**src/rtl/assert_macros.svh**
```systemverilog
// Assertion macros shared by the RTL files of the piecewise linear curve block.
`ifndef ASSERT_MACROS_SVH
`define ASSERT_MACROS_SVH

`ifndef SYNTHESIS

`define PWLC_ASSERT(label, clk, rst_n, prop, msg) \
	label: assert property (@(posedge clk) disable iff (!rst_n) prop) else $error(msg);

`define PWLC_NEVER(label, clk, rst_n, cond, msg) \
	label: assert property (@(posedge clk) disable iff (!rst_n) !(cond)) else $error(msg);

`else

`define PWLC_ASSERT(label, clk, rst_n, prop, msg)

`define PWLC_NEVER(label, clk, rst_n, cond, msg)

`endif

`endif

```
**src/rtl/pwlc_pkg.sv**
```systemverilog
// Types and codes shared by the piecewise linear curve modules.
`default_nettype none

package pwlc_pkg;

	localparam logic KIND_WRITE  = 1'b0;
	localparam logic KIND_LOOKUP = 1'b1;

	typedef enum logic [2:0] {
		REGION_EMPTY     = 3'd0,
		REGION_BELOW     = 3'd1,
		REGION_ABOVE     = 3'd2,
		REGION_INTERP    = 3'd3,
		REGION_ZERO_SPAN = 3'd4,
		REGION_NO_SEG    = 3'd5,
		REGION_WRITE_ACK = 3'd6
	} region_t;

	typedef struct packed {
		logic               kind;
		logic [3:0]         point_index;
		logic signed [31:0] point_x;
		logic signed [31:0] point_y;
		logic signed [31:0] query_x;
	} in_word_t;

	typedef struct packed {
		logic signed [31:0] result_y;
		region_t            region;
	} out_word_t;

	typedef struct packed {
		logic signed [31:0] x;
		logic signed [31:0] y;
	} point_t;

	typedef enum logic [1:0] {
		RD_FIRST,
		RD_LAST,
		RD_IDX
	} rd_sel_t;

	typedef enum logic [1:0] {
		Y_ZERO,
		Y_RD,
		Y_PREV,
		Y_INTERP
	} y_sel_t;

	typedef enum logic [3:0] {
		ST_IDLE,
		ST_DECODE,
		ST_FIRST,
		ST_LAST,
		ST_SCAN_RD,
		ST_SCAN_CHK,
		ST_DIV,
		ST_MUL,
		ST_OUT
	} state_t;

	typedef struct packed {
		logic    load;
		logic    wr;
		logic    rd;
		rd_sel_t rd_sel;
		logic    save_prev;
		logic    idx_init;
		logic    idx_inc;
		logic    div_start;
		logic    mul;
		logic    emit;
		region_t region;
		y_sel_t  y_sel;
	} cmd_t;

	typedef struct packed {
		logic is_lookup;
		logic n_zero;
		logic q_le_x;
		logic q_ge_x;
		logic span_pos;
		logic idx_last;
		logic div_done;
	} sts_t;

endpackage

`default_nettype wire

```
**src/rtl/pwlc_div.sv**
```systemverilog
// Bit-serial restoring divider producing the interpolation fraction.
`default_nettype none

module pwlc_div #(
	parameter int FRAC_BITS = 16
) (
	input  wire logic                 clk,
	input  wire logic                 arst_n,
	input  wire logic                 start,
	input  wire logic [32:0]          dividend,
	input  wire logic [32:0]          divisor,
	output logic                      done,
	output logic [FRAC_BITS:0]        quotient
);

	localparam int CW = $clog2(FRAC_BITS + 2);

	logic [33:0]        rem_q;
	logic [32:0]        den_q;
	logic [FRAC_BITS:0] quo_q;
	logic [CW-1:0]      cnt_q;
	logic               busy_q;
	logic               done_q;
	logic               ge;
	logic [33:0]        diff;
	logic [33:0]        rem_next;

	assign diff     = rem_q - {1'b0, den_q};
	assign ge       = rem_q >= {1'b0, den_q};
	assign rem_next = ge ? diff : rem_q;

	always_ff @(posedge clk or negedge arst_n) begin
		if (!arst_n) begin
			busy_q <= 1'b0;
			done_q <= 1'b0;
			cnt_q  <= '0;
		end else begin
			done_q <= 1'b0;
			if (start) begin
				busy_q <= 1'b1;
				cnt_q  <= CW'(FRAC_BITS + 1);
			end else if (busy_q) begin
				cnt_q <= cnt_q - CW'(1);
				if (cnt_q == CW'(1)) begin
					busy_q <= 1'b0;
					done_q <= 1'b1;
				end
			end
		end
	end

	always_ff @(posedge clk) begin
		if (start) begin
			rem_q <= {1'b0, dividend};
			den_q <= divisor;
			quo_q <= '0;
		end else if (busy_q) begin
			rem_q <= {rem_next[32:0], 1'b0};
			quo_q <= {quo_q[FRAC_BITS-1:0], ge};
		end
	end

	assign done     = done_q;
	assign quotient = quo_q;

endmodule

`default_nettype wire

```
**src/rtl/pwlc_dp.sv**
```systemverilog
// Datapath: breakpoint memory, segment registers, divider, multiplier and result register.
`default_nettype none

module pwlc_dp #(
	parameter int MAX_POINTS = 16,
	parameter int FRAC_BITS  = 16
) (
	input  wire logic              clk,
	input  wire logic              arst_n,
	input  wire pwlc_pkg::in_word_t item,
	input  wire logic              cfg_we,
	input  wire logic [4:0]        cfg_wdata,
	input  wire pwlc_pkg::cmd_t    cmd,
	output pwlc_pkg::sts_t         sts,
	output pwlc_pkg::out_word_t    result,
	output logic                   done
);

	localparam int AW = (MAX_POINTS > 1) ? $clog2(MAX_POINTS) : 1;
	localparam int NW = $clog2(MAX_POINTS + 1);

	pwlc_pkg::point_t    mem [MAX_POINTS];
	pwlc_pkg::in_word_t  item_q;
	pwlc_pkg::point_t    rd_q;
	pwlc_pkg::point_t    prev_q;
	pwlc_pkg::out_word_t result_q;
	logic                done_q;
	logic [4:0]          count_q;
	logic [AW-1:0]       idx_q;
	logic [NW-1:0]       n_eff;
	logic [AW-1:0]       last_addr;
	logic [AW-1:0]       rd_addr;
	logic signed [32:0]  dy_q;
	logic signed [FRAC_BITS+34:0] prod_q;
	logic signed [FRAC_BITS+34:0] prod_sh;
	logic [32:0]         div_num;
	logic [32:0]         div_den;
	logic [FRAC_BITS:0]  t;
	logic                div_done;
	logic signed [31:0]  interp_y;
	pwlc_pkg::out_word_t out_d;

	assign n_eff = (32'(count_q) > 32'(MAX_POINTS)) ? NW'(MAX_POINTS) : NW'(count_q);
	assign last_addr = AW'(n_eff - NW'(1));

	always_comb begin
		case (cmd.rd_sel)
			pwlc_pkg::RD_FIRST: rd_addr = '0;
			pwlc_pkg::RD_LAST:  rd_addr = last_addr;
			pwlc_pkg::RD_IDX:   rd_addr = idx_q;
			default:            rd_addr = idx_q;
		endcase
	end

	always_ff @(posedge clk or negedge arst_n) begin
		if (!arst_n) begin
			count_q <= '0;
			done_q  <= 1'b0;
		end else begin
			if (cfg_we) begin
				count_q <= cfg_wdata;
			end
			done_q <= cmd.emit;
		end
	end

	always_ff @(posedge clk) begin
		if (cmd.wr && (32'(item_q.point_index) < 32'(MAX_POINTS))) begin
			mem[AW'(item_q.point_index)] <= '{x: item_q.point_x, y: item_q.point_y};
		end
		if (cmd.rd) begin
			rd_q <= mem[rd_addr];
		end
	end

	assign div_num = {item_q.query_x[31], item_q.query_x} - {prev_q.x[31], prev_q.x};
	assign div_den = {rd_q.x[31], rd_q.x} - {prev_q.x[31], prev_q.x};

	pwlc_div #(
		.FRAC_BITS(FRAC_BITS)
	) u_div (
		.clk     (clk),
		.arst_n  (arst_n),
		.start   (cmd.div_start),
		.dividend(div_num),
		.divisor (div_den),
		.done    (div_done),
		.quotient(t)
	);

	always_ff @(posedge clk) begin
		if (cmd.load) begin
			item_q <= item;
		end
		if (cmd.save_prev) begin
			prev_q <= rd_q;
		end
		if (cmd.idx_init) begin
			idx_q <= AW'(1);
		end else if (cmd.idx_inc) begin
			idx_q <= idx_q + AW'(1);
		end
		if (cmd.div_start) begin
			dy_q <= $signed({rd_q.y[31], rd_q.y} - {prev_q.y[31], prev_q.y});
		end
		if (cmd.mul) begin
			prod_q <= dy_q * $signed({1'b0, t});
		end
		if (cmd.emit) begin
			result_q <= out_d;
		end
	end

	assign prod_sh  = prod_q >>> FRAC_BITS;
	assign interp_y = prev_q.y + prod_sh[31:0];

	always_comb begin
		out_d.region = cmd.region;
		case (cmd.y_sel)
			pwlc_pkg::Y_ZERO:   out_d.result_y = '0;
			pwlc_pkg::Y_RD:     out_d.result_y = rd_q.y;
			pwlc_pkg::Y_PREV:   out_d.result_y = prev_q.y;
			pwlc_pkg::Y_INTERP: out_d.result_y = interp_y;
			default:            out_d.result_y = '0;
		endcase
	end

	assign sts.is_lookup = (item_q.kind == pwlc_pkg::KIND_LOOKUP);
	assign sts.n_zero    = (n_eff == '0);
	assign sts.q_le_x    = (item_q.query_x <= rd_q.x);
	assign sts.q_ge_x    = (item_q.query_x >= rd_q.x);
	assign sts.span_pos  = (rd_q.x > prev_q.x);
	assign sts.idx_last  = (idx_q == last_addr);
	assign sts.div_done  = div_done;

	assign result = result_q;
	assign done   = done_q;

endmodule

`default_nettype wire

```
**src/rtl/pwlc_ctrl.sv**
```systemverilog
// Controller state machine sequencing table access, segment search and interpolation.
`default_nettype none

module pwlc_ctrl (
	input  wire logic           clk,
	input  wire logic           arst_n,
	input  wire logic           start,
	input  wire pwlc_pkg::sts_t sts,
	output pwlc_pkg::cmd_t      cmd,
	output logic                busy
);

	pwlc_pkg::state_t state_q;
	pwlc_pkg::state_t state_d;

	always_ff @(posedge clk or negedge arst_n) begin
		if (!arst_n) begin
			state_q <= pwlc_pkg::ST_IDLE;
		end else begin
			state_q <= state_d;
		end
	end

	always_comb begin
		state_d = state_q;
		case (state_q)
			pwlc_pkg::ST_IDLE: begin
				if (start) begin
					state_d = pwlc_pkg::ST_DECODE;
				end
			end
			pwlc_pkg::ST_DECODE: begin
				if (!sts.is_lookup || sts.n_zero) begin
					state_d = pwlc_pkg::ST_IDLE;
				end else begin
					state_d = pwlc_pkg::ST_FIRST;
				end
			end
			pwlc_pkg::ST_FIRST: begin
				state_d = sts.q_le_x ? pwlc_pkg::ST_IDLE : pwlc_pkg::ST_LAST;
			end
			pwlc_pkg::ST_LAST: begin
				state_d = sts.q_ge_x ? pwlc_pkg::ST_IDLE : pwlc_pkg::ST_SCAN_RD;
			end
			pwlc_pkg::ST_SCAN_RD: begin
				state_d = pwlc_pkg::ST_SCAN_CHK;
			end
			pwlc_pkg::ST_SCAN_CHK: begin
				if (sts.q_le_x) begin
					state_d = sts.span_pos ? pwlc_pkg::ST_DIV : pwlc_pkg::ST_IDLE;
				end else if (sts.idx_last) begin
					state_d = pwlc_pkg::ST_IDLE;
				end else begin
					state_d = pwlc_pkg::ST_SCAN_RD;
				end
			end
			pwlc_pkg::ST_DIV: begin
				if (sts.div_done) begin
					state_d = pwlc_pkg::ST_MUL;
				end
			end
			pwlc_pkg::ST_MUL: begin
				state_d = pwlc_pkg::ST_OUT;
			end
			pwlc_pkg::ST_OUT: begin
				state_d = pwlc_pkg::ST_IDLE;
			end
			default: begin
				state_d = pwlc_pkg::ST_IDLE;
			end
		endcase
	end

	always_comb begin
		cmd = '0;
		cmd.rd_sel = pwlc_pkg::RD_IDX;
		cmd.region = pwlc_pkg::REGION_EMPTY;
		cmd.y_sel  = pwlc_pkg::Y_ZERO;
		case (state_q)
			pwlc_pkg::ST_IDLE: begin
				cmd.load = start;
			end
			pwlc_pkg::ST_DECODE: begin
				if (!sts.is_lookup) begin
					cmd.wr     = 1'b1;
					cmd.emit   = 1'b1;
					cmd.region = pwlc_pkg::REGION_WRITE_ACK;
				end else if (sts.n_zero) begin
					cmd.emit   = 1'b1;
					cmd.region = pwlc_pkg::REGION_EMPTY;
				end else begin
					cmd.rd     = 1'b1;
					cmd.rd_sel = pwlc_pkg::RD_FIRST;
				end
			end
			pwlc_pkg::ST_FIRST: begin
				cmd.save_prev = 1'b1;
				if (sts.q_le_x) begin
					cmd.emit   = 1'b1;
					cmd.region = pwlc_pkg::REGION_BELOW;
					cmd.y_sel  = pwlc_pkg::Y_RD;
				end else begin
					cmd.rd     = 1'b1;
					cmd.rd_sel = pwlc_pkg::RD_LAST;
				end
			end
			pwlc_pkg::ST_LAST: begin
				if (sts.q_ge_x) begin
					cmd.emit   = 1'b1;
					cmd.region = pwlc_pkg::REGION_ABOVE;
					cmd.y_sel  = pwlc_pkg::Y_RD;
				end else begin
					cmd.idx_init = 1'b1;
				end
			end
			pwlc_pkg::ST_SCAN_RD: begin
				cmd.rd = 1'b1;
			end
			pwlc_pkg::ST_SCAN_CHK: begin
				if (sts.q_le_x) begin
					if (sts.span_pos) begin
						cmd.div_start = 1'b1;
					end else begin
						cmd.emit   = 1'b1;
						cmd.region = pwlc_pkg::REGION_ZERO_SPAN;
						cmd.y_sel  = pwlc_pkg::Y_PREV;
					end
				end else if (sts.idx_last) begin
					cmd.emit   = 1'b1;
					cmd.region = pwlc_pkg::REGION_NO_SEG;
					cmd.y_sel  = pwlc_pkg::Y_RD;
				end else begin
					cmd.save_prev = 1'b1;
					cmd.idx_inc   = 1'b1;
				end
			end
			pwlc_pkg::ST_MUL: begin
				cmd.mul = 1'b1;
			end
			pwlc_pkg::ST_OUT: begin
				cmd.emit   = 1'b1;
				cmd.region = pwlc_pkg::REGION_INTERP;
				cmd.y_sel  = pwlc_pkg::Y_INTERP;
			end
			default: begin
				cmd.load = 1'b0;
			end
		endcase
	end

	assign busy = (state_q != pwlc_pkg::ST_IDLE);

endmodule

`default_nettype wire

```
**src/rtl/piecewise_linear_curve.sv**
```systemverilog
// Top level of the piecewise linear curve interpolator.
//
// A word on item is taken at a clock edge where start is high and busy is low.
// A write word (kind 0) stores one breakpoint; a lookup word (kind 1) returns
// a y for query_x in signed fixed point, interpolated between two breakpoints when query_x lies inside the table.
// Every word gives exactly one result word on result, marked by done for one
// cycle; the receiver cannot stall, so each result must be taken when shown.
// The point count register is written through cfg_we and cfg_wdata; the user
// must do so only while idle, as the block itself does not enforce this.
// Lookup time is set by the single read port of the breakpoint memory, scanned
// one entry per ST_SCAN_RD/ST_SCAN_CHK pass, and by the bit-serial divider, one
// quotient bit per cycle. One word is in work at a time; busy stays high until
// it is done. Reset clears the point count and the controller; table entries
// hold nothing defined until written.
`default_nettype none
`include "assert_macros.svh"

module piecewise_linear_curve #(
	parameter int MAX_POINTS = 16,
	parameter int FRAC_BITS  = 16
) (
	input  wire logic               clk,
	input  wire logic               arst_n,
	input  wire logic               start,
	output logic                    busy,
	input  wire pwlc_pkg::in_word_t item,
	input  wire logic               cfg_we,
	input  wire logic [4:0]         cfg_wdata,
	output logic                    done,
	output pwlc_pkg::out_word_t     result
);

	pwlc_pkg::cmd_t cmd;
	pwlc_pkg::sts_t sts;

	pwlc_ctrl u_ctrl (
		.clk   (clk),
		.arst_n(arst_n),
		.start (start),
		.sts   (sts),
		.cmd   (cmd),
		.busy  (busy)
	);

	pwlc_dp #(
		.MAX_POINTS(MAX_POINTS),
		.FRAC_BITS (FRAC_BITS)
	) u_dp (
		.clk      (clk),
		.arst_n   (arst_n),
		.item     (item),
		.cfg_we   (cfg_we),
		.cfg_wdata(cfg_wdata),
		.cmd      (cmd),
		.sts      (sts),
		.result   (result),
		.done     (done)
	);

	`PWLC_ASSERT(a_accept_busy, clk, arst_n, (start && !busy) |=> busy, "accepted word did not raise busy")
	`PWLC_NEVER(a_done_after_accept, clk, arst_n, done && $past(start && !busy), "result one cycle after accept")
	`PWLC_ASSERT(a_done_single, clk, arst_n, done |=> !done, "two result words in consecutive cycles")

endmodule

`default_nettype wire
```
**config.mk**
```make
export PLATFORM = sky130hd
export DESIGN_NAME = piecewise_linear_curve
export DESIGN_NICKNAME = d
export VERILOG_FILES = /design/src/rtl/pwlc_pkg.sv /design/src/rtl/pwlc_div.sv /design/src/rtl/pwlc_dp.sv /design/src/rtl/pwlc_ctrl.sv /design/src/rtl/piecewise_linear_curve.sv
export VERILOG_INCLUDE_DIRS = /design/src /design/src/rtl
export SDC_FILE = /design/constraint.sdc
export NUM_CORES = 2
export LEC_CHECK = 0
export ABC_AREA = 1
export BUFFER_PORTS_ARGS = -buffer_cell sky130_fd_sc_hd__buf_2
export CAP_MARGIN = 20
export CORE_AREA = 2 2 550 334
export CTS_CLUSTER_SIZE = 24
export DETAILED_ROUTE_END_ITERATION = 7
export DIE_AREA = 0 0 552 336
export GPL_ROUTABILITY_DRIVEN = 1
export HOLD_SLACK_MARGIN = 0.06
export SYNTH_ARGS = -nofsm -noshare
export SYNTH_HDL_FRONTEND = slang
export SYNTH_SLANG_ARGS = --single-unit
```
**constraint.sdc**
```tcl
create_clock -name clk -period 13.4 [get_ports clk]
set_input_delay 0.67 -clock clk [delete_from_list [all_inputs] [get_ports clk]]
set_output_delay 0.67 -clock clk [all_outputs]
set_load 0.1 [all_outputs]
```
; ---- After elaboration in Yosys (flattened, before gate mapping)
; Memories as Yosys holds them, arrays and structs flattened. A register that Yosys moved wholly into a read port is not among the register bits.
; Index checks and enable logic that the tools add are counted.
; Widths: inputs -> output; s select.
[totals]
latchBits = 0
memories = 1
reg_bits = 386
mem_bits_ro = 0
ram_bits = 1024
word_cells = 113
output_inout_bits = 37
[classes]
bitwise_logic = 0
n_eq_ne = 16
div_mod_pow = 0
n_lt_le_gt_ge = 5
n_mux = 51
add_sub_neg = 8
multipliers = 1
shift = 0
n_reduce_logical = 9
[memory_table]
columns = name, depth, width, rd, rd_clocked_by_memory_dff, write_ports, line_no
row1 = u_dp.mem, 16, 64, 1, 1, 1, pwlc_dp.sv:22  ; pwlc_pkg::point_t mem [MAX_POINTS];
[op_table]
columns = op, count
row1 = $pmux 32 s4, 1
row2 = $mux 33, 3
row3 = $sub 32x32->33, 3
row4 = $mul 33x18->48, 1
row5 = $ge 34x33->1, 1
row6 = $sub 33x33->33, 1
row7 = $add 32x32->32, 1
row8 = $ge 32x32->1, 1
row9 = $gt 32x32->1, 1
row10 = $le 32x32->1, 1
row11 = $pmux 4 s8, 1
row12 = $mux 6, 5
row13 = $mux 4, 5
row14 = $pmux 4 s5, 1
row15 = $mux 1, 18
row16 = $mux 3, 6
row17 = $eq 4x3->1 const B, 4
row18 = $mux 5, 3
row19 = $eq 4x2->1 const B, 2
row20 = $pmux 2 s4, 1
row21 = $pmux 4 s2, 1
row22 = $mux 2, 3
row23 = $eq 5x1->1 const B, 1
row24 = $gt 5x5->1 const B, 1
row25 = 21 further kinds, 24

; ---- Longest topological paths before layout
[logic_depth]
ltp_word = 9
ltp_mapped = 27

; ---- Modules after synthesis
; Synthesis repeated with hierarchy kept, for this count alone.
[unflattened]
hier_cells = 10249
hier_area_um2 = 91783.0
[by_module_without_submodules]
columns = module, n_inst, area_each_um2, seq_area_each_um2, cells_each
row1 = pwlc_dp, 1, 84726.3, 40859.2, 9238
row2 = pwlc_div, 1, 6628.9, 2517.4, 938
row3 = pwlc_ctrl, 1, 427.9, 100.1, 73

; ---- Least setup slack after synthesis
; Ideal clock, no wire load.
[synth_timing]
path_type = reg-to-reg
from = register u_ctrl.state_q[2]
to = register u_dp.item_q[0] (netlist name) (enable)
path_stages_with_launch = 6
n_path_buf = 0
path_slack_ns = 7.354
arrival_ns = 5.485
setup_ns = 0.561
path_cell_list = dfrtp_1 > nor2_1 > inv_1 > nor2_1 > inv_1 > nor2_1
[synth_lines]
columns = item, line_no
row1 = "start, declared", pwlc_ctrl.sv:13  ; pwlc_pkg::state_t state_q;
row2 = "start signal, assigned", pwlc_ctrl.sv:18  ; state_q <= pwlc_pkg::ST_IDLE;
row3 = "start signal, assigned", pwlc_ctrl.sv:20  ; state_q <= state_d;
row4 = "end signal, assigned", pwlc_dp.sv:93  ; item_q <= item;
row5 = "end, declared", pwlc_dp.sv:23  ; pwlc_pkg::in_word_t item_q;

; ---- Worst setup path after layout
[layout_timing]
from = register u_dp.u_div.quo_q[4], in the netlist u_dp.u_div.quotient[4]
to = register u_dp.prod_q[47], data pin
[layout_via]
elab_chain_len = 1
[layout_lines]
columns = item, line_no
row1 = "start, declared", pwlc_div.sv:20  ; logic [FRAC_BITS:0] quo_q;
row2 = "start signal, assigned", pwlc_div.sv:59  ; quo_q <= {quo_q[FRAC_BITS-1:0], ge};
row3 = $mul 33x18->48, pwlc_dp.sv:107  ; prod_q <= dy_q * $signed({1'b0, t});
row4 = "end signal, assigned", pwlc_dp.sv:107
row5 = "end, declared", pwlc_dp.sv:34  ; logic signed [FRAC_BITS+34:0] prod_q;
; No other way between the ends.
; A chain may end at the register's enable or synchronous reset.

==> impl_metrics.env <==
export IMPL_powerDensity_nw_per_um2=251
export IMPL_worstReg2RegStart="u_dp.u_div.quotient[4]"
export IMPL_regArea_um2=43500
export IMPL_drt_initial_drc_count=7933
export IMPL_endpoint="u_dp.prod_q[47]"
export IMPL_dr_pass1_iters=8
export IMPL_clockBufferDepth=4
export IMPL_place_area_um2=90500
export IMPL_hpwl_mm=173
export IMPL_drive_above_1_share_pct=5.21
export IMPL_setup_violations=0
export IMPL_ios=147
export IMPL_failed_checks="DRC"
export IMPL_worstMarginPinSlew_ns=1.22
export IMPL_cts_num_sinks=1458
export IMPL_die_h_um=336
export IMPL_grt_pass1_wl_mm=399
export IMPL_skew_ns=0.0547
export IMPL_row_count=121
export IMPL_finalCritPeriodShare_pct=53.1
export IMPL_cap_violations=0
export IMPL_core_area_um2=180000
export IMPL_clk_latency_ns=0.80
export IMPL_die_x_um=552
export IMPL_p_leak_nw=43.8
export IMPL_area_growth_pct=9.09
export IMPL_max_vdd_ir_drop_mv=0.408
export IMPL_routed_wl_mm=268
export IMPL_tns_ns=0
export IMPL_yosysUniqueCellTypes=55
export IMPL_routedWlPerCell_um=23.0
export IMPL_place_gp_congestion=0.988
export IMPL_syn_area_per_cell_um2=9.64
export IMPL_syn_nets=10050
export IMPL_ys_seq_elements=1458
export IMPL_reg2regPathDepth=17
export IMPL_status="complete, but fails checks"
export IMPL_ff2ff_setup_slack_ns=6.28
export IMPL_ant_nets=0
export IMPL_syn_inst=9114
export IMPL_grt_pass1_vias=61208
export IMPL_antenna_found_initial=18
export IMPL_max_slew_margin_pct=18.7
export IMPL_cts_tree="built"
export IMPL_cp_data_required_time_ns=13.87
export IMPL_viasPerCell=5.47
export IMPL_period_minus_slack_ns=7.12
export IMPL_max_freq_mhz=140
export IMPL_grt_max_degree=202
export IMPL_worst_ep_arrival_time_ns=7.59
export IMPL_die_area_um2=185000
export IMPL_whs_path_depth=3
export IMPL_drv_slew=0
export IMPL_worstSetupStartpoint="u_dp.u_div.quotient[4]"
export IMPL_cts_hold_buf=66
export IMPL_hold_viol=0
export IMPL_multi_input_area_um2=35900
export IMPL_synthesis_area_um2=87900
export IMPL_rsz0062_at_grt="no"
export IMPL_cts_htree_levels=4
export IMPL_stdcell_area_um2=95900
export IMPL_cts_setup_buffers=0
export IMPL_min_from="cfg_wdata[2]"
export IMPL_fillers=16153
export IMPL_hold_class="in -> reg"
export IMPL_yosysSeqAreaShare_pct=49.5
export IMPL_final_nets=10073
export IMPL_cts_resized=0
export IMPL_drc=4
export IMPL_grt_total_usage_pct=28.7
export IMPL_clk_pin_slew_ns=0.07
export IMPL_timing_rr_end="u_dp.prod_q[47]"
export IMPL_cts_buffers=151
export IMPL_start_util_pct=48.8
export IMPL_port_buffers=146
export IMPL_root_buffer="clkbuf_16"
export IMPL_yosysWarnings=0
export IMPL_grt_overflow_total=0
export IMPL_critPathMaxFanout=19
export IMPL_end_kind="register"
export IMPL_vias=63702
export IMPL_crit_path_start_kind="register"
export IMPL_crit_type="reg -> reg"
==> worst max-delay path: stages, from the launching register on <==
cell and delay (ns):
dfxtp_1 0.81, buf_4 0.44, nand2_1 0.17, fa_1 0.74
fa_1 0.50, inv_1 0.29, fa_1 0.50, fa_1 0.51
fa_1 0.49, inv_1 0.05, fa_1 0.70, inv_1 0.10
ha_1 0.40, a21oi_1 0.21, o21ai_0 0.15, a2111oi_0 0.38
nand4_1 0.17, xor2_1 0.16
==> routing by layer <==
| metal | up-vias | part of all wire [%] | global-route usage, % | wire [um] |
|---|---|---|---|---|
| li1 | 29413 | - | - | - |
| met1 | 30966 | 45 | 43.8 | 121000 |
| met2 | 2996 | 40 | 39.9 | 107000 |
| met3 | 307 | 13 | 9.46 | 34300 |
| met4 | 20 | 1.7 | 5.21 | 4660 |
| met5 | - | 0.050 | 0 | 134 |
==> power by group <==
group | leakage (nW) | switching, mW | total [mW] | internal (mW)
combinational | 28.2 | 9.30 | 13.2 | 3.94
clock | 2.25 | 1.80 | 4.11 | 2.31
sequential | 13.3 | 0.603 | 6.72 | 6.12
==> cell families (layout without fill, tap and decap cells) <==
| kind of cell | count (synthesis) | in the layout | share of synthesized area, % |
|---|---|---|---|
| compound gates | 663 | 663 | 4.29 |
| flops | 1458 | 1458 | 49.5 |
| xor+xnor | 198 | 198 | 1.97 |
| fa+ha+maj | 826 | 826 | 16.2 |
| simple gates | 3768 | 3768 | 18.2 |
| other cells | 0 | 5 | 0 |
| buf+inv | 2201 | 2337 | 9.89 |
==> cells in the final DEF, fill, tap and decap left out, types with 37 or more instances in the layout <==
cell type	synthesis	final
inv_1	1764	1763
nor2_1	239	221
nand3_1	1276	1276
o21ai_0	171	168
nand2_1	2152	2151
edfxtp_1	1419	1419
ha_1	307	307
buf_4	21	86
buf_2	236	146
clkinv_1	0	37
fa_1	519	519
xor2_1	115	115
dlygate4sd3_1	0	66
xnor2_1	83	83
clkbuf_16	0	156
a21oi_1	288	288
==> sequential cells by signal (all words and copies together), names as in the netlist, 17 cells and up <==
name                 cells
u_dp.dy_q               33
u_dp.item_q            100
u_dp.mem              1024
u_dp.prev_q             64
u_dp.prod_q             32
u_dp.rd_q               64
u_dp.result             35
u_dp.u_div.den_q        33
u_dp.u_div.quotient     17
u_dp.u_div.rem_q        34
==> worst min-delay path by stage <==
stage | end | slack, ns
CTS | u_dp.item_q[90] | 0.06
global route | u_dp.item_q[90] | 0.06
detailed placement | u_dp.prev_q[0] | 0.45
finish | u_dp.count_q[2] | 0.1
global placement | u_dp.u_div.quotient[7] | 0.45
floorplan | u_ctrl.state_q[0] | 0.37
==> synth_stat cells, drive strengths merged <==
master   count  area share [%]
o221a        1           0.013
a221oi       5           0.050
o21a        25            0.21
ha         307             4.4
and3         4           0.028
nand4       26            0.19
a22oi       24            0.20
nor2       242             1.0
nor3        36            0.21
dfrtp       17            0.48
dfxtp       22            0.50
o311ai       2           0.020
a31oi       20            0.14
nand3     1279             7.3
a21o        22            0.19
nor4        15            0.11
o211ai      35            0.30
a21oi      290             1.7
o21bai      16            0.14
a311o        1           0.011
a211oi       3           0.026
a41oi        1           0.010
xor2       115             1.1
a31o         2           0.020
a21boi       7           0.060
fa         519              12
o221ai       5           0.050
and2         2           0.014
nand2     2156             9.2
or2          3           0.021
xnor2       83            0.83
inv       1766             7.5
a2111oi      1           0.010
o22ai        2           0.014
nor3b        2           0.017
buf        273             1.7
nand3b       3           0.026
clkbuf     162            0.69
o21ai      196             1.1
edfxtp    1419              48
o31ai        5           0.043
==> stage by stage <==
| step | utilization, % | worst slack (ns) | hold WS, ns | power [mW] | instances |
|---|---|---|---|---|---|
| final | 53.2 | 6.28 | 0.0961 | 24.1 | 11653 |
| after global routing | 53.2 | 5.93 | 0.0617 | 25.7 | 11649 |
| after detailed placement | 50.2 | 6.43 | 0.450 | 19.7 | 11313 |
| after CTS | 53.2 | 6.38 | 0.0610 | 23.9 | 11645 |
| after floorplan | - | 7.35 | 0.374 | 15.4 | 9114 |
| after global placement | 50.2 | 6.53 | 0.450 | 19.6 | 11313 |
==> cell type report <==
type	count	area share, %
antenna	5	0.0130
clock buffer	193	4.23
clock inverter	73	0.622
inverter	1766	6.93
multi-input combinational	5455	37.5
sequential	1458	45.3
tap	2398	3.13
timing repair buffer	305	2.26
Note: power is estimated with default switching activity, not from simulation.
